<file path="src/rtl/rdc_pkg.sv">
package rdc_pkg;

  // Field and register widths fixed by the interface.
  localparam int RADIX_W = 9;
  localparam int DIGIT_W = 8;

  // Defaults for the top-level parameters.
  localparam int DEF_VALUE_BITS = 31;
  localparam int DEF_MAX_DIGITS = 31;

  // Radix register reset value and the legal radix range.
  localparam logic [RADIX_W-1:0] RADIX_RESET = 9'd10;
  localparam logic [RADIX_W-1:0] RADIX_MIN   = 9'd2;
  localparam logic [RADIX_W-1:0] RADIX_MAX   = 9'd256;

  // Classification of one queued request.
  typedef struct packed {
    logic               is_zero;
    logic [RADIX_W-1:0] radix;
  } rdc_cls_t;

  // Bring any register value into the range two to 256.
  function automatic logic [RADIX_W-1:0] clamp_radix(input logic [RADIX_W-1:0] r);
    logic [RADIX_W-1:0] res;
    res = r;
    if (r < RADIX_MIN) begin
      res = RADIX_MIN;
    end else if (r > RADIX_MAX) begin
      res = RADIX_MAX;
    end
    return res;
  endfunction

endpackage

</file>
<file path="src/rtl/rdc_front.sv">
module rdc_front import rdc_pkg::*; #(
  parameter int VALUE_BITS = DEF_VALUE_BITS
) (
  input  logic                  clk,
  input  logic                  rst_n,
  input  logic                  in_valid,
  output logic                  in_stall,
  input  logic [VALUE_BITS-1:0] in_value,
  input  logic                  cfg_valid,
  output logic                  cfg_ready,
  input  logic [RADIX_W-1:0]    cfg_radix,
  output logic                  q_valid,
  output logic [VALUE_BITS-1:0] q_value,
  output rdc_cls_t              q_cls,
  input  logic                  q_pop
);

  logic [RADIX_W-1:0]    radix_r;
  logic [VALUE_BITS-1:0] val_mem_r [2];
  rdc_cls_t              cls_mem_r [2];
  logic                  wr_ptr_r;
  logic                  rd_ptr_r;
  logic [1:0]            count_r;
  logic [1:0]            count_nxt;
  logic                  push;
  rdc_cls_t              cls_in;

  // The radix register accepts a write in every cycle.
  assign cfg_ready = 1'b1;

  always_ff @(posedge clk) begin
    if (!rst_n) begin
      radix_r <= RADIX_RESET;
    end else if (cfg_valid) begin
      radix_r <= cfg_radix;
    end
  end

  // Classify the incoming request: clamped radix and the zero special case.
  always_comb begin
    cls_in.is_zero = (in_value == '0);
    cls_in.radix   = clamp_radix(radix_r);
  end

  // Two-entry queue toward the back end.
  assign in_stall = (count_r == 2'd2);
  assign push     = in_valid && !in_stall;
  assign q_valid  = (count_r != 2'd0);
  assign q_value  = val_mem_r[rd_ptr_r];
  assign q_cls    = cls_mem_r[rd_ptr_r];

  always_comb begin
    unique case ({push, q_pop})
      2'b10:   count_nxt = count_r + 2'd1;
      2'b01:   count_nxt = count_r - 2'd1;
      default: count_nxt = count_r;
    endcase
  end

  always_ff @(posedge clk) begin
    if (!rst_n) begin
      wr_ptr_r <= 1'b0;
      rd_ptr_r <= 1'b0;
      count_r  <= 2'd0;
    end else begin
      count_r <= count_nxt;
      if (push) begin
        wr_ptr_r <= !wr_ptr_r;
      end
      if (q_pop) begin
        rd_ptr_r <= !rd_ptr_r;
      end
    end
  end

  // Queue payload needs no reset.
  always_ff @(posedge clk) begin
    if (push) begin
      val_mem_r[wr_ptr_r] <= in_value;
      cls_mem_r[wr_ptr_r] <= cls_in;
    end
  end

endmodule

</file>
<file path="src/rtl/rdc_back.sv">
module rdc_back import rdc_pkg::*; #(
  parameter int VALUE_BITS = DEF_VALUE_BITS,
  parameter int MAX_DIGITS = DEF_MAX_DIGITS
) (
  input  logic                  clk,
  input  logic                  rst_n,
  input  logic                  q_valid,
  input  logic [VALUE_BITS-1:0] q_value,
  input  rdc_cls_t              q_cls,
  output logic                  q_pop,
  output logic                  out_valid,
  input  logic                  out_stall,
  output logic [DIGIT_W-1:0]    out_digit,
  output logic                  out_last_digit,
  output logic                  out_no_digits
);

  localparam int BIT_W = $clog2(VALUE_BITS);
  localparam int CNT_W = $clog2(MAX_DIGITS + 1);
  localparam int IDX_W = $clog2(MAX_DIGITS);

  typedef enum logic [1:0] {
    S_IDLE,
    S_DIV,
    S_EMIT
  } state_t;

  state_t                state_r,    state_nxt;
  logic [VALUE_BITS-1:0] dvd_r,      dvd_nxt;
  logic [DIGIT_W-1:0]    rem_r,      rem_nxt;
  logic [RADIX_W-1:0]    radix_r,    radix_nxt;
  logic [BIT_W-1:0]      bit_cnt_r,  bit_cnt_nxt;
  logic [CNT_W-1:0]      cnt_r,      cnt_nxt;
  logic                  out_valid_r, out_valid_nxt;
  logic [DIGIT_W-1:0]    digit_r,    digit_nxt;
  logic                  last_r,     last_nxt;
  logic                  nod_r,      nod_nxt;
  logic [DIGIT_W-1:0]    stack_r [MAX_DIGITS];
  logic                  out_free;
  logic [RADIX_W-1:0]    trial;
  logic                  ge;
  logic [DIGIT_W-1:0]    rem_step;
  logic [VALUE_BITS-1:0] dvd_step;
  logic                  digit_done;
  logic [CNT_W-1:0]      cnt_inc;
  logic [CNT_W-1:0]      rd_pos;
  logic                  stack_we;

  assign out_free = !out_valid_r || !out_stall;

  // One restoring division step: the remainder stays below the radix.
  assign trial    = {rem_r, dvd_r[VALUE_BITS-1]};
  assign ge       = (trial >= radix_r);
  assign rem_step = ge ? DIGIT_W'(trial - radix_r) : trial[DIGIT_W-1:0];
  assign dvd_step = {dvd_r[VALUE_BITS-2:0], ge};

  assign digit_done = (bit_cnt_r == BIT_W'(VALUE_BITS - 1));
  assign cnt_inc    = cnt_r + 1'b1;
  assign rd_pos     = cnt_r - 1'b1;
  assign stack_we   = (state_r == S_DIV) && digit_done;

  assign q_pop = (state_r == S_IDLE) && q_valid && (!q_cls.is_zero || out_free);

  // Sequencer: take a request (a zero value is answered without division), divide digit by digit, then pop the stack.
  always_comb begin
    state_nxt     = state_r;
    dvd_nxt       = dvd_r;
    rem_nxt       = rem_r;
    radix_nxt     = radix_r;
    bit_cnt_nxt   = bit_cnt_r;
    cnt_nxt       = cnt_r;
    out_valid_nxt = out_valid_r && out_stall;
    digit_nxt     = digit_r;
    last_nxt      = last_r;
    nod_nxt       = nod_r;
    unique case (state_r)
      S_IDLE: begin
        if (q_pop) begin
          if (q_cls.is_zero) begin
            out_valid_nxt = 1'b1;
            digit_nxt     = '0;
            last_nxt      = 1'b1;
            nod_nxt       = 1'b1;
          end else begin
            dvd_nxt     = q_value;
            rem_nxt     = '0;
            radix_nxt   = q_cls.radix;
            bit_cnt_nxt = '0;
            cnt_nxt     = '0;
            state_nxt   = S_DIV;
          end
        end
      end
      S_DIV: begin
        dvd_nxt     = dvd_step;
        rem_nxt     = rem_step;
        bit_cnt_nxt = bit_cnt_r + 1'b1;
        if (digit_done) begin
          cnt_nxt     = cnt_inc;
          rem_nxt     = '0;
          bit_cnt_nxt = '0;
          if ((dvd_step == '0) || (cnt_inc >= CNT_W'(MAX_DIGITS))) begin
            state_nxt = S_EMIT;
          end
        end
      end
      S_EMIT: begin
        if (out_free) begin
          out_valid_nxt = 1'b1;
          digit_nxt     = stack_r[rd_pos[IDX_W-1:0]];
          last_nxt      = (cnt_r == CNT_W'(1));
          nod_nxt       = 1'b0;
          cnt_nxt       = rd_pos;
          if (cnt_r == CNT_W'(1)) begin
            state_nxt = S_IDLE;
          end
        end
      end
      default: state_nxt = S_IDLE;
    endcase
  end

  always_ff @(posedge clk) begin
    if (!rst_n) begin
      state_r     <= S_IDLE;
      out_valid_r <= 1'b0;
      bit_cnt_r   <= '0;
      cnt_r       <= '0;
    end else begin
      state_r     <= state_nxt;
      out_valid_r <= out_valid_nxt;
      bit_cnt_r   <= bit_cnt_nxt;
      cnt_r       <= cnt_nxt;
    end
    dvd_r   <= dvd_nxt;
    rem_r   <= rem_nxt;
    radix_r <= radix_nxt;
    digit_r <= digit_nxt;
    last_r  <= last_nxt;
    nod_r   <= nod_nxt;
  end

  // Digit stack, least significant digit at the bottom.
  always_ff @(posedge clk) begin
    if (stack_we) begin
      stack_r[cnt_r[IDX_W-1:0]] <= rem_step;
    end
  end

  assign out_valid      = out_valid_r;
  assign out_digit      = digit_r;
  assign out_last_digit = last_r;
  assign out_no_digits  = nod_r;

endmodule

</file>
<file path="src/rtl/radix_digit_converter_core.sv">
// Converts each request value to digits in the radix held in the configuration
// register (values below two act as two, above 256 as 256) and returns them most
// significant first, one result per digit, the final one marked by last_digit; a
// zero value gives a single result with digit 0 and no_digits set. A nonzero
// value is divided digit by digit in the one-bit-per-cycle restoring divider,
// each remainder being pushed on the digit stack, which is then popped to the
// output. A two-entry request queue lets new values be accepted while a
// conversion is running.
module radix_digit_converter_core import rdc_pkg::*; #(
  parameter int VALUE_BITS = DEF_VALUE_BITS,
  parameter int MAX_DIGITS = DEF_MAX_DIGITS
) (
  input  logic                  clk,
  input  logic                  rst_n,
  input  logic                  in_valid,
  output logic                  in_stall,
  input  logic [VALUE_BITS-1:0] in_value,
  output logic                  out_valid,
  input  logic                  out_stall,
  output logic [DIGIT_W-1:0]    out_digit,
  output logic                  out_last_digit,
  output logic                  out_no_digits,
  input  logic                  cfg_valid,
  output logic                  cfg_ready,
  input  logic [RADIX_W-1:0]    cfg_radix
);

  logic                  q_valid;
  logic [VALUE_BITS-1:0] q_value;
  rdc_cls_t              q_cls;
  logic                  q_pop;

  // Request intake, classification and queue.
  rdc_front #(
    .VALUE_BITS(VALUE_BITS)
  ) u_front (
    .clk       (clk),
    .rst_n     (rst_n),
    .in_valid  (in_valid),
    .in_stall  (in_stall),
    .in_value  (in_value),
    .cfg_valid (cfg_valid),
    .cfg_ready (cfg_ready),
    .cfg_radix (cfg_radix),
    .q_valid   (q_valid),
    .q_value   (q_value),
    .q_cls     (q_cls),
    .q_pop     (q_pop)
  );

  // Division, digit stack and result output.
  rdc_back #(
    .VALUE_BITS(VALUE_BITS),
    .MAX_DIGITS(MAX_DIGITS)
  ) u_back (
    .clk            (clk),
    .rst_n          (rst_n),
    .q_valid        (q_valid),
    .q_value        (q_value),
    .q_cls          (q_cls),
    .q_pop          (q_pop),
    .out_valid      (out_valid),
    .out_stall      (out_stall),
    .out_digit      (out_digit),
    .out_last_digit (out_last_digit),
    .out_no_digits  (out_no_digits)
  );

endmodule
</file>
<file path="config.mk">
export PLATFORM = sky130hd
export DESIGN_NAME = radix_digit_converter_core
export DESIGN_NICKNAME = d
export VERILOG_FILES = /design/src/rtl/rdc_pkg.sv /design/src/rtl/rdc_front.sv /design/src/rtl/rdc_back.sv /design/src/rtl/radix_digit_converter_core.sv
export SDC_FILE = /design/constraint.sdc
export NUM_CORES = 1
export LEC_CHECK = 0
export BUFFER_PORTS_ARGS = -buffer_cell sky130_fd_sc_hd__buf_2
export CAP_MARGIN = 20
export CORE_MARGIN = 2
export CORE_UTILIZATION = 56
export CTS_CLUSTER_DIAMETER = 30
export DETAILED_ROUTE_END_ITERATION = 6
export HOLD_SLACK_MARGIN = 0.15
export PLACE_DENSITY_LB_ADDON = 0.2
export SLEW_MARGIN = 15
export SYNTH_ARGS = -nofsm -noshare
export SYNTH_HDL_FRONTEND = slang
export SYNTH_HIERARCHICAL = 1
export SYNTH_SLANG_ARGS = --single-unit
</file>
<file path="constraint.sdc">
create_clock -name clk -period 3.89 [get_ports clk]
set_clock_uncertainty 0.15 [all_clocks]
set_input_delay 0.389 -clock clk [delete_from_list [all_inputs] [get_ports clk]]
set_output_delay 0.389 -clock clk [all_outputs]
set_load 0.005 [all_outputs]
</file>
==> summary.txt, run 1 <==
Final setup viols: 0
Drt pass-1 iters: 7
CTS tree: built
Mean Syn Cell Area: 17.5 µm²
Asr flop ratio synth: 0
GR Util met3: 0.0416
# DRC: 0
Crit path max fanout: 31
GRT Max-Usage Layer: met2
Grt total ovfl: 0
Power Internal: 0.0119 W
Critical Path Start: u_back/rem_r[2]$_SDFFCE_PN0P_
Routed vias/inst: 5.79
First-pass GRT wire length: 55,800 µm
Max_slew headroom: 0.269
Slew @ Worst Pin: 1.09 ns
Htree depth: 3
Yosys Warn Count: 6
Period utilisation layout: 0.800
Sequential Power Share: 0.400
Setup_tns: 0 ns
Cells after Synth: 970
RSZ-0062 raised after global routing: false
Net Switching: 0.00478 W
Share of cells above drive strength 1: 0.301
Die ar.: 31,800 µm²
WS Path Type: reg2reg
Top_reg_cell synth: edfxtp_1
Pleak: 7.18 nW
Final Non-Filler Cells: 1,608
CP endpoint: u_back/stack_r[26][6]$_DFFE_PP_
Initial Util: 0.571
Most frequent cell after synthesis: edfxtp_1
Root Buffer: clkbuf_16
Outcome: completed
Max Fclk: 321 MHz
Initial antenna violation count: 0
First DRT Iteration DRCs: 701
DRT antenna net count: 0
Yosys cell types: 55
Ports: 58
R2r startpoint: u_back/rem_r[2]$_SDFFCE_PN0P_
Fin. Hold Viols: 0
CTS max path bufs: 3
Top post-synthesis cells by count: edfxtp_1, mux2_2, mux4_2, nor2_1, nand2_1
FF+latch count, synth: 415
Yosys top cell area share: 0.685
Clk sinks: 415
Worst Setup End Kind: flop
Max-slew violation count: 0
Synthesized area: 17,000 µm²
Pwr Total: 0.0166 W
DP Wirelength: 20,600 µm
# diodes: 0
Met2 usage: 0.408
NumNets Final: 1,220
Period minus WS final: 3.11 ns
Inserted Clock Buffers: 78
Via count: 9,308
Number of synthesized flops with an enable pin: 388
CTS clk-pin slew, worst paths: 0.05 ns
Syn Nets: 1,037
Vias in the first global route: 9,853
Fillers: 1,849
VDD IR-drop max: 0.522 mV
HP Class: in2reg
WL per Instance: 22.5 µm
Total global-route track usage: 0.239
CP Data Required Time: 4.10 ns
Post-synthesis sequential area ratio: 0.717
Largest net degree at the start of global routing: 73
Crit path arrival time: 3.32 ns
Post-synth top area cell: edfxtp_1
Worst-Skew Late Latency: 0.58 ns
Chip width: 178 µm
Core area: 29,800 µm²
Clock share of power: 0.391
RePlAce Congestion: 0.812
Reg-to-Reg End: u_back/stack_r[26][6]$_DFFE_PP_
Max_cap viols: 0
Drt total wl: 36,100 µm
Grt met1 use: 0.314
Logic pwr share: 0.209
Die height: 178 µm
FF-to-FF setup slack: 0.78 ns
Layout area overhead: 23.9%
# port buffers: 56
Worst reg2reg path depth: 9
Top cells by area, synth: edfxtp_1, mux4_2, mux2_2
Power Dens Cells: 789 nW/µm²
Post_cts resized: 0
Switching Share: 0.287
Crit start category: flop
Cell Rows: 63
Inst Count DP: 1,402
[worst max-delay path, stage by stage, from the launching register on]
cell      delay [ns]
edfxtp_1        0.38
ha_1            0.34
a21oi_1         0.25
o21a_1          0.15
o21ai_0         0.07
a21oi_1         0.53
buf_4           0.26
mux2_2          0.35
inv_1           0.09
buf_4           0.32
[stage by stage]
step | util | area (µm²) | hold WS (ns) | setup slack, ns
2_1_floorplan | - | 17000 | 0.307 | 0.658
3_3_place_gp | 0.600 | 17900 | 0.321 | 0.826
3_5_place_dp | 0.600 | 17900 | 0.331 | 0.839
4_1_cts | 0.707 | 21100 | 0.186 | 0.815
5_1_grt | 0.707 | 21100 | 0.283 | 0.558
6_report | 0.707 | 21100 | 0.237 | 0.778
[worst min-delay path by stage]
stage / start / endpoint / slack (ns) / cells past startpoint
after floorplan: u_front/wr_ptr_r$_SDFFE_PN0P_ / u_front/wr_ptr_r$_SDFFE_PN0P_ / 0.31 / 2
after global placement: u_front/wr_ptr_r$_SDFFE_PN0P_ / u_front/wr_ptr_r$_SDFFE_PN0P_ / 0.32 / 2
after detailed placement: u_front/wr_ptr_r$_SDFFE_PN0P_ / u_front/wr_ptr_r$_SDFFE_PN0P_ / 0.33 / 2
after CTS: out_stall / u_back/out_valid$_SDFF_PN0_ / 0.19 / 4
after global routing: out_stall / u_back/out_valid$_SDFF_PN0_ / 0.28 / 4
final: out_stall / u_back/out_valid$_SDFF_PN0_ / 0.24 / 4
[per-layer routing]
metal  routed length, µm  vias to the layer above
met5                   0                        -
met4                 833                        0
met3                1980                       69
met2               18600                      336
met1               14700                     4695
li1                    -                     4208
[placed cells by master, fill, tap and decap left out, types with 9 or more instances in the layout]
master         instances
clkinv_1              10
mux2i_1               17
nor2b_1               18
mux2_2                77
ha_1                  19
edfxtp_1             388
a21oi_1               17
and2_1                 9
buf_4                 30
mux4_2                64
a211oi_1               9
clkbuf_1              12
nand2_1               51
nor4_1                15
a32o_1                 9
nor2_1                55
clkinv_2              12
o21ai_0               15
xor2_1                 9
buf_2                 56
a31oi_1                9
inv_1                 28
dlygate4sd3_1         61
clkbuf_16             78
dfxtp_1               25
nand2b_1               9
clkinvlp_4            11
[area by class of cell]
class                      instances  area, µm²  share of cell area
sequential                       415      12200               0.579
timing repair buffer             149       1160              0.0548
clock inverter                    55        604              0.0287
inverter                          29        109             0.00516
clock buffer                      90       2000              0.0947
tap                              390        488              0.0232
multi-input combinational        480       4530               0.215
[registers in the layout, indices dropped and copies added, names as in the netlist, named ones only]
name,flops
u_back/radix_r,9
u_back/dvd_r,31
u_front/count_r,2
u_back/state_r,2
u_front/wr_ptr_r,1
u_back/out_no_digits,1
u_front/rd_ptr_r,1
u_back/cnt_r,5
u_back/out_digit,8
u_back/rem_r,8
u_back/out_last_digit,1
u_back/out_valid,1
u_back/bit_cnt_r,5
u_front/cls_mem_r,20
u_front/radix_r,9
u_back/stack_r,248
u_front/val_mem_r,62
[kinds of logic after synthesis]
family,Yosys count,share of synthesized area
DFF,415,0.717
and+or+nand+nor,189,0.0538
muxes,158,0.146
AOI/OAI and AO/OA,91,0.0372
buffers and inverters,75,0.0197
adders and majority gates,22,0.0166
xor gates and xnor gates,19,0.0102
other,1,0.000220
[power by group through the flow]
stage	Combinational (W)	Sequential [W]	Clock (W)
6_report	0.00347	0.00665	0.00650
5_1_grt	0.00382	0.00670	0.00679
4_1_cts	0.00348	0.00666	0.00659
3_5_place_dp	0.00340	0.00673	0
3_3_place_gp	0.00332	0.00672	0
2_1_floorplan	0.00229	0.00664	0
[what timing repair did]
action | in CTS | in global routing
hold buffers | 61 | 0
endpoints found under the hold margin | 84 | 0
setup buffers | 0 | 0
No activity file was read; power rests on OpenSTA's default activity.
==> run 2: changes to the inputs <==
--- a/config.mk
+++ b/config.mk
@@ -8,7 +8,7 @@
 export BUFFER_PORTS_ARGS = -buffer_cell sky130_fd_sc_hd__buf_2
 export CAP_MARGIN = 20
 export CORE_MARGIN = 2
-export CORE_UTILIZATION = 56
+export CORE_UTILIZATION = 62
 export CTS_CLUSTER_DIAMETER = 30
 export DETAILED_ROUTE_END_ITERATION = 6
 export HOLD_SLACK_MARGIN = 0.15
==> constraint.sdc (replaced) <==
create_clock -name clk -period 3.1 [get_ports clk]
set_clock_uncertainty 0.15 [all_clocks]
set_input_delay 0.31 -clock clk [delete_from_list [all_inputs] [get_ports clk]]
set_output_delay 0.31 -clock clk [all_outputs]
set_load 0.005 [all_outputs]
==> run 2 against run 1 <==
Against the previous run:
- non-clock buffer count increased by 26
- maximum frequency increased by 8.3%
- first-iteration DRC count increased by 37%
- die area decreased by 9.5%
- critical endpoint is now u_back/out_digit[7]$_SDFFCE_PN0P_
==> summary.txt, run 2 (synthesis gave the netlist of run 1 again) <==
Max Fclk: 348 MHz (was 321 MHz)
WS Path Type: reg2reg (unchanged)
First-pass GRT wire length: 58,700 µm (was 55,800 µm)
Initial Util: 0.631 (was 0.571)
Worst slack at placement: 0.249 ns (was 0.839 ns)
Chip width: 170 µm (was 178 µm)
Logic pwr share: 0.221 (was 0.209)
Largest net degree at the start of global routing: 54 (was 73)
Hold Crit Endpoint: u_front/val_mem_r[1][10]$_DFFE_PP_ (was u_back/out_valid$_SDFF_PN0_)
Crit path max fanout: 53 (was 31)
Clock share of power: 0.388 (was 0.391)
Metal3 WL: 2260 µm (was 1980 µm)
# diodes: 0 (unchanged)
Net Switching: 0.00625 W (was 0.00478 W)
Crit start category: flop (unchanged)
Inserted Clock Buffers: 79 (was 78)
# DRC: 0 (unchanged)
Total global-route track usage: 0.276 (was 0.239)
Drt pass-1 iters: 5 (was 7)
NumNets Final: 1,247 (was 1,220)
Clk sinks: 415 (unchanged)
R2r startpoint: u_back/cnt_r[1]$_SDFFE_PN0P_ (was u_back/rem_r[2]$_SDFFCE_PN0P_)
RSZ-0062 raised after global routing: false (unchanged)
CTS max path bufs: 3 (unchanged)
Hold path depth: 2 (was 4)
Crit path arrival time: 3.06 ns (was 3.32 ns)
Cell Rows: 60 (was 63)
Max_cap viols: 0 (unchanged)
CTS tree: built (unchanged)
WL per Instance: 24.0 µm (was 22.5 µm)
Htree depth: 3 (unchanged)
Power Dens Cells: 999 nW/µm² (was 789 nW/µm²)
Fin. Hold Viols: 0 (unchanged)
Die ar.: 28,800 µm² (was 31,800 µm²)
Power Internal: 0.0151 W (was 0.0119 W)
Switching Share: 0.293 (was 0.287)
Slew @ Worst Pin: 0.817 ns (was 1.09 ns)
Routed vias/inst: 6.09 (was 5.79)
Most frequent cells in the layout: edfxtp_1, clkbuf_16, mux2_2 (unchanged)
FF-to-FF setup slack: 0.23 ns (was 0.78 ns)
Period minus WS final: 2.87 ns (was 3.11 ns)
DR top layer: met4 (unchanged)
Largest register FFs: 248 (unchanged)
First DRT Iteration DRCs: 960 (was 701)
Wl on met1: 14,700 µm (about the same)
Post-CTS setup buffers: 0 (unchanged)
Max-slew violation count: 0 (unchanged)
Root Buffer: clkbuf_16 (unchanged)
Setup_tns: 0 ns (unchanged)
Worst Setup End Kind: flop (unchanged)
Die height: 170 µm (was 178 µm)
RePlAce Congestion: 0.776 (was 0.812)
Vias in the first global route: 10.2k (was 9,853)
Final setup viols: 0 (unchanged)
Outcome: completed (unchanged)
Crit-path max cell delay: 0.50 ns (was 0.53 ns)
Period utilisation layout: 0.927 (was 0.800)
HP Class: in2reg (unchanged)
Core area: 27,000 µm² (was 29,800 µm²)
DP Wirelength: 20,900 µm (was 20,600 µm)
Pleak: 7.36 nW (was 7.18 nW)
Share of cells above drive strength 1: 0.319 (was 0.301)
Met2 wire length: 20,000 µm (was 18,600 µm)
# port buffers: 56 (unchanged)
DRT antenna net count: 0 (unchanged)
CP Data Required Time: 3.29 ns (was 4.10 ns)
Ports: 58 (unchanged)
Critical Path Start: u_back/cnt_r[1]$_SDFFE_PN0P_ (was u_back/rem_r[2]$_SDFFCE_PN0P_)
Final Core Density: 0.791 (was 0.707)
Sequential Power Share: 0.392 (was 0.400)
Slowest CP cell: mux4_2 (was a21oi_1)
Via count: 9,649 (was 9,308)
Worst path most repeated cell: mux4_2
Layout area overhead: 25.3% (was 23.9%)
Max_slew headroom: 0.453 (was 0.269)
Worst hold slack: 0.331 ns (was 0.237 ns)
Worst path cell trace: inv_1 -> ha_2 -> buf_12 -> mux4_2 -> mux4_2 -> a32o_1 (was ha_1 -> a21oi_1 -> o21a_1 -> o21ai_0 -> a21oi_1 -> buf_4 -> mux2_2 -> inv_1 -> buf_4)
CTS clk-pin slew, worst paths: 0.05 ns (about the same)
Worst reg2reg path depth: 6 (was 9)
Worst-Skew Late Latency: 0.59 ns (was 0.58 ns)
Initial antenna violation count: 0 (unchanged)
Min-delay src: in_value[10] (was out_stall)
VDD IR-drop max: 0.630 mV (was 0.522 mV)
Reg-to-Reg End: u_back/out_digit[7]$_SDFFCE_PN0P_ (was u_back/stack_r[26][6]$_DFFE_PP_)
Drt total wl: 38,100 µm (was 36,100 µm)
Post_cts resized: 0 (unchanged)
Commonest non-fill, non-tap cell in the layout: edfxtp_1 (unchanged)
Grt total ovfl: 0 (unchanged)
Final setup margin: 0.226 ns (was 0.778 ns)
run 2: cell types whose count changed in the layout (fill, tap and decap cells not counted):
cell           before  now
clkbuf_1           12    6
clkinv_2           12   10
clkinv_8            2    3
clkbuf_8            0    2
clkbuf_16          78   80
buf_12              2    5
clkinv_1           10   12
clkinv_4            5    6
xor2_2              0    1
buf_4              30   52
inv_6               3    4
xor2_1              9    8
bufinv_16           7    6
dlygate4sd3_1      61   62
run 2: metal layers:
metal | vias to the layer above | track usage
met5 | - | 0
met4 | 0 | 0.115
met3 | 66 | 0.0508
met2 | 370 | 0.479
met1 | 4941 | 0.343
li1 | 4272 | -
run 2: worst max-delay path by stage:
stage / cells past startpoint / slack [ns] / end
after floorplan: 10 / 0.07 / u_back/out_digit[5]$_SDFFCE_PN0P_
after global placement: 6 / 0.28 / u_back/out_digit[3]$_SDFFCE_PN0P_
after detailed placement: 6 / 0.25 / u_back/out_digit[3]$_SDFFCE_PN0P_
after CTS: 6 / 0.24 / u_back/out_digit[7]$_SDFFCE_PN0P_
after global routing: 8 / 0.11 / u_back/rem_r[3]$_SDFFCE_PN0P_
final: 6 / 0.23 / u_back/out_digit[7]$_SDFFCE_PN0P_
run 2: power by group through the flow:
stage | clock (W) | sequential, W | combinational, W
2_1_floorplan | 0 | 0.00833 | 0.00288
3_3_place_gp | 0 | 0.00840 | 0.00438
3_5_place_dp | 0 | 0.00842 | 0.00456
4_1_cts | 0.00836 | 0.00833 | 0.00469
5_1_grt | 0.00864 | 0.00839 | 0.00510
6_report | 0.00826 | 0.00834 | 0.00470
run 2: area by class of cell:
cell class	instances	area, µm²
multi-input combinational	480	4530
timing repair buffer	175	1390
sequential	415	12200
clock inverter	57	606
clock buffer	88	2050
inverter	29	109
fill	1371	5640
tap	341	427
run 2: repair_timing:
| action | in CTS | in global routing |
|---|---|---|
| setup endpoints to repair | 0 | 0 |
| endpoints found under the hold margin | 86 | 0 |
| hold buffers | 62 | 0 |
run 2: critical path: cells and delay by family (launching register included):
| kind | cells | cell delay, ns |
|---|---|---|
| muxes | 2 | 0.88 |
| DFF | 1 | 0.47 |
| buffers and inverters | 2 | 0.43 |
| adders and majority gates | 1 | 0.39 |
| AOI/OAI and AO/OA | 1 | 0.29 |
run 2: through the flow:
step | cells | power (W) | instance area [µm²]
after detailed placement | 1378 | 0.0130 | 18000
after global routing | 1585 | 0.0221 | 21300
after CTS | 1585 | 0.0214 | 21300
after global placement | 1378 | 0.0128 | 18000
after floorplan | 970 | 0.0112 | 17000
final | 1585 | 0.0213 | 21300
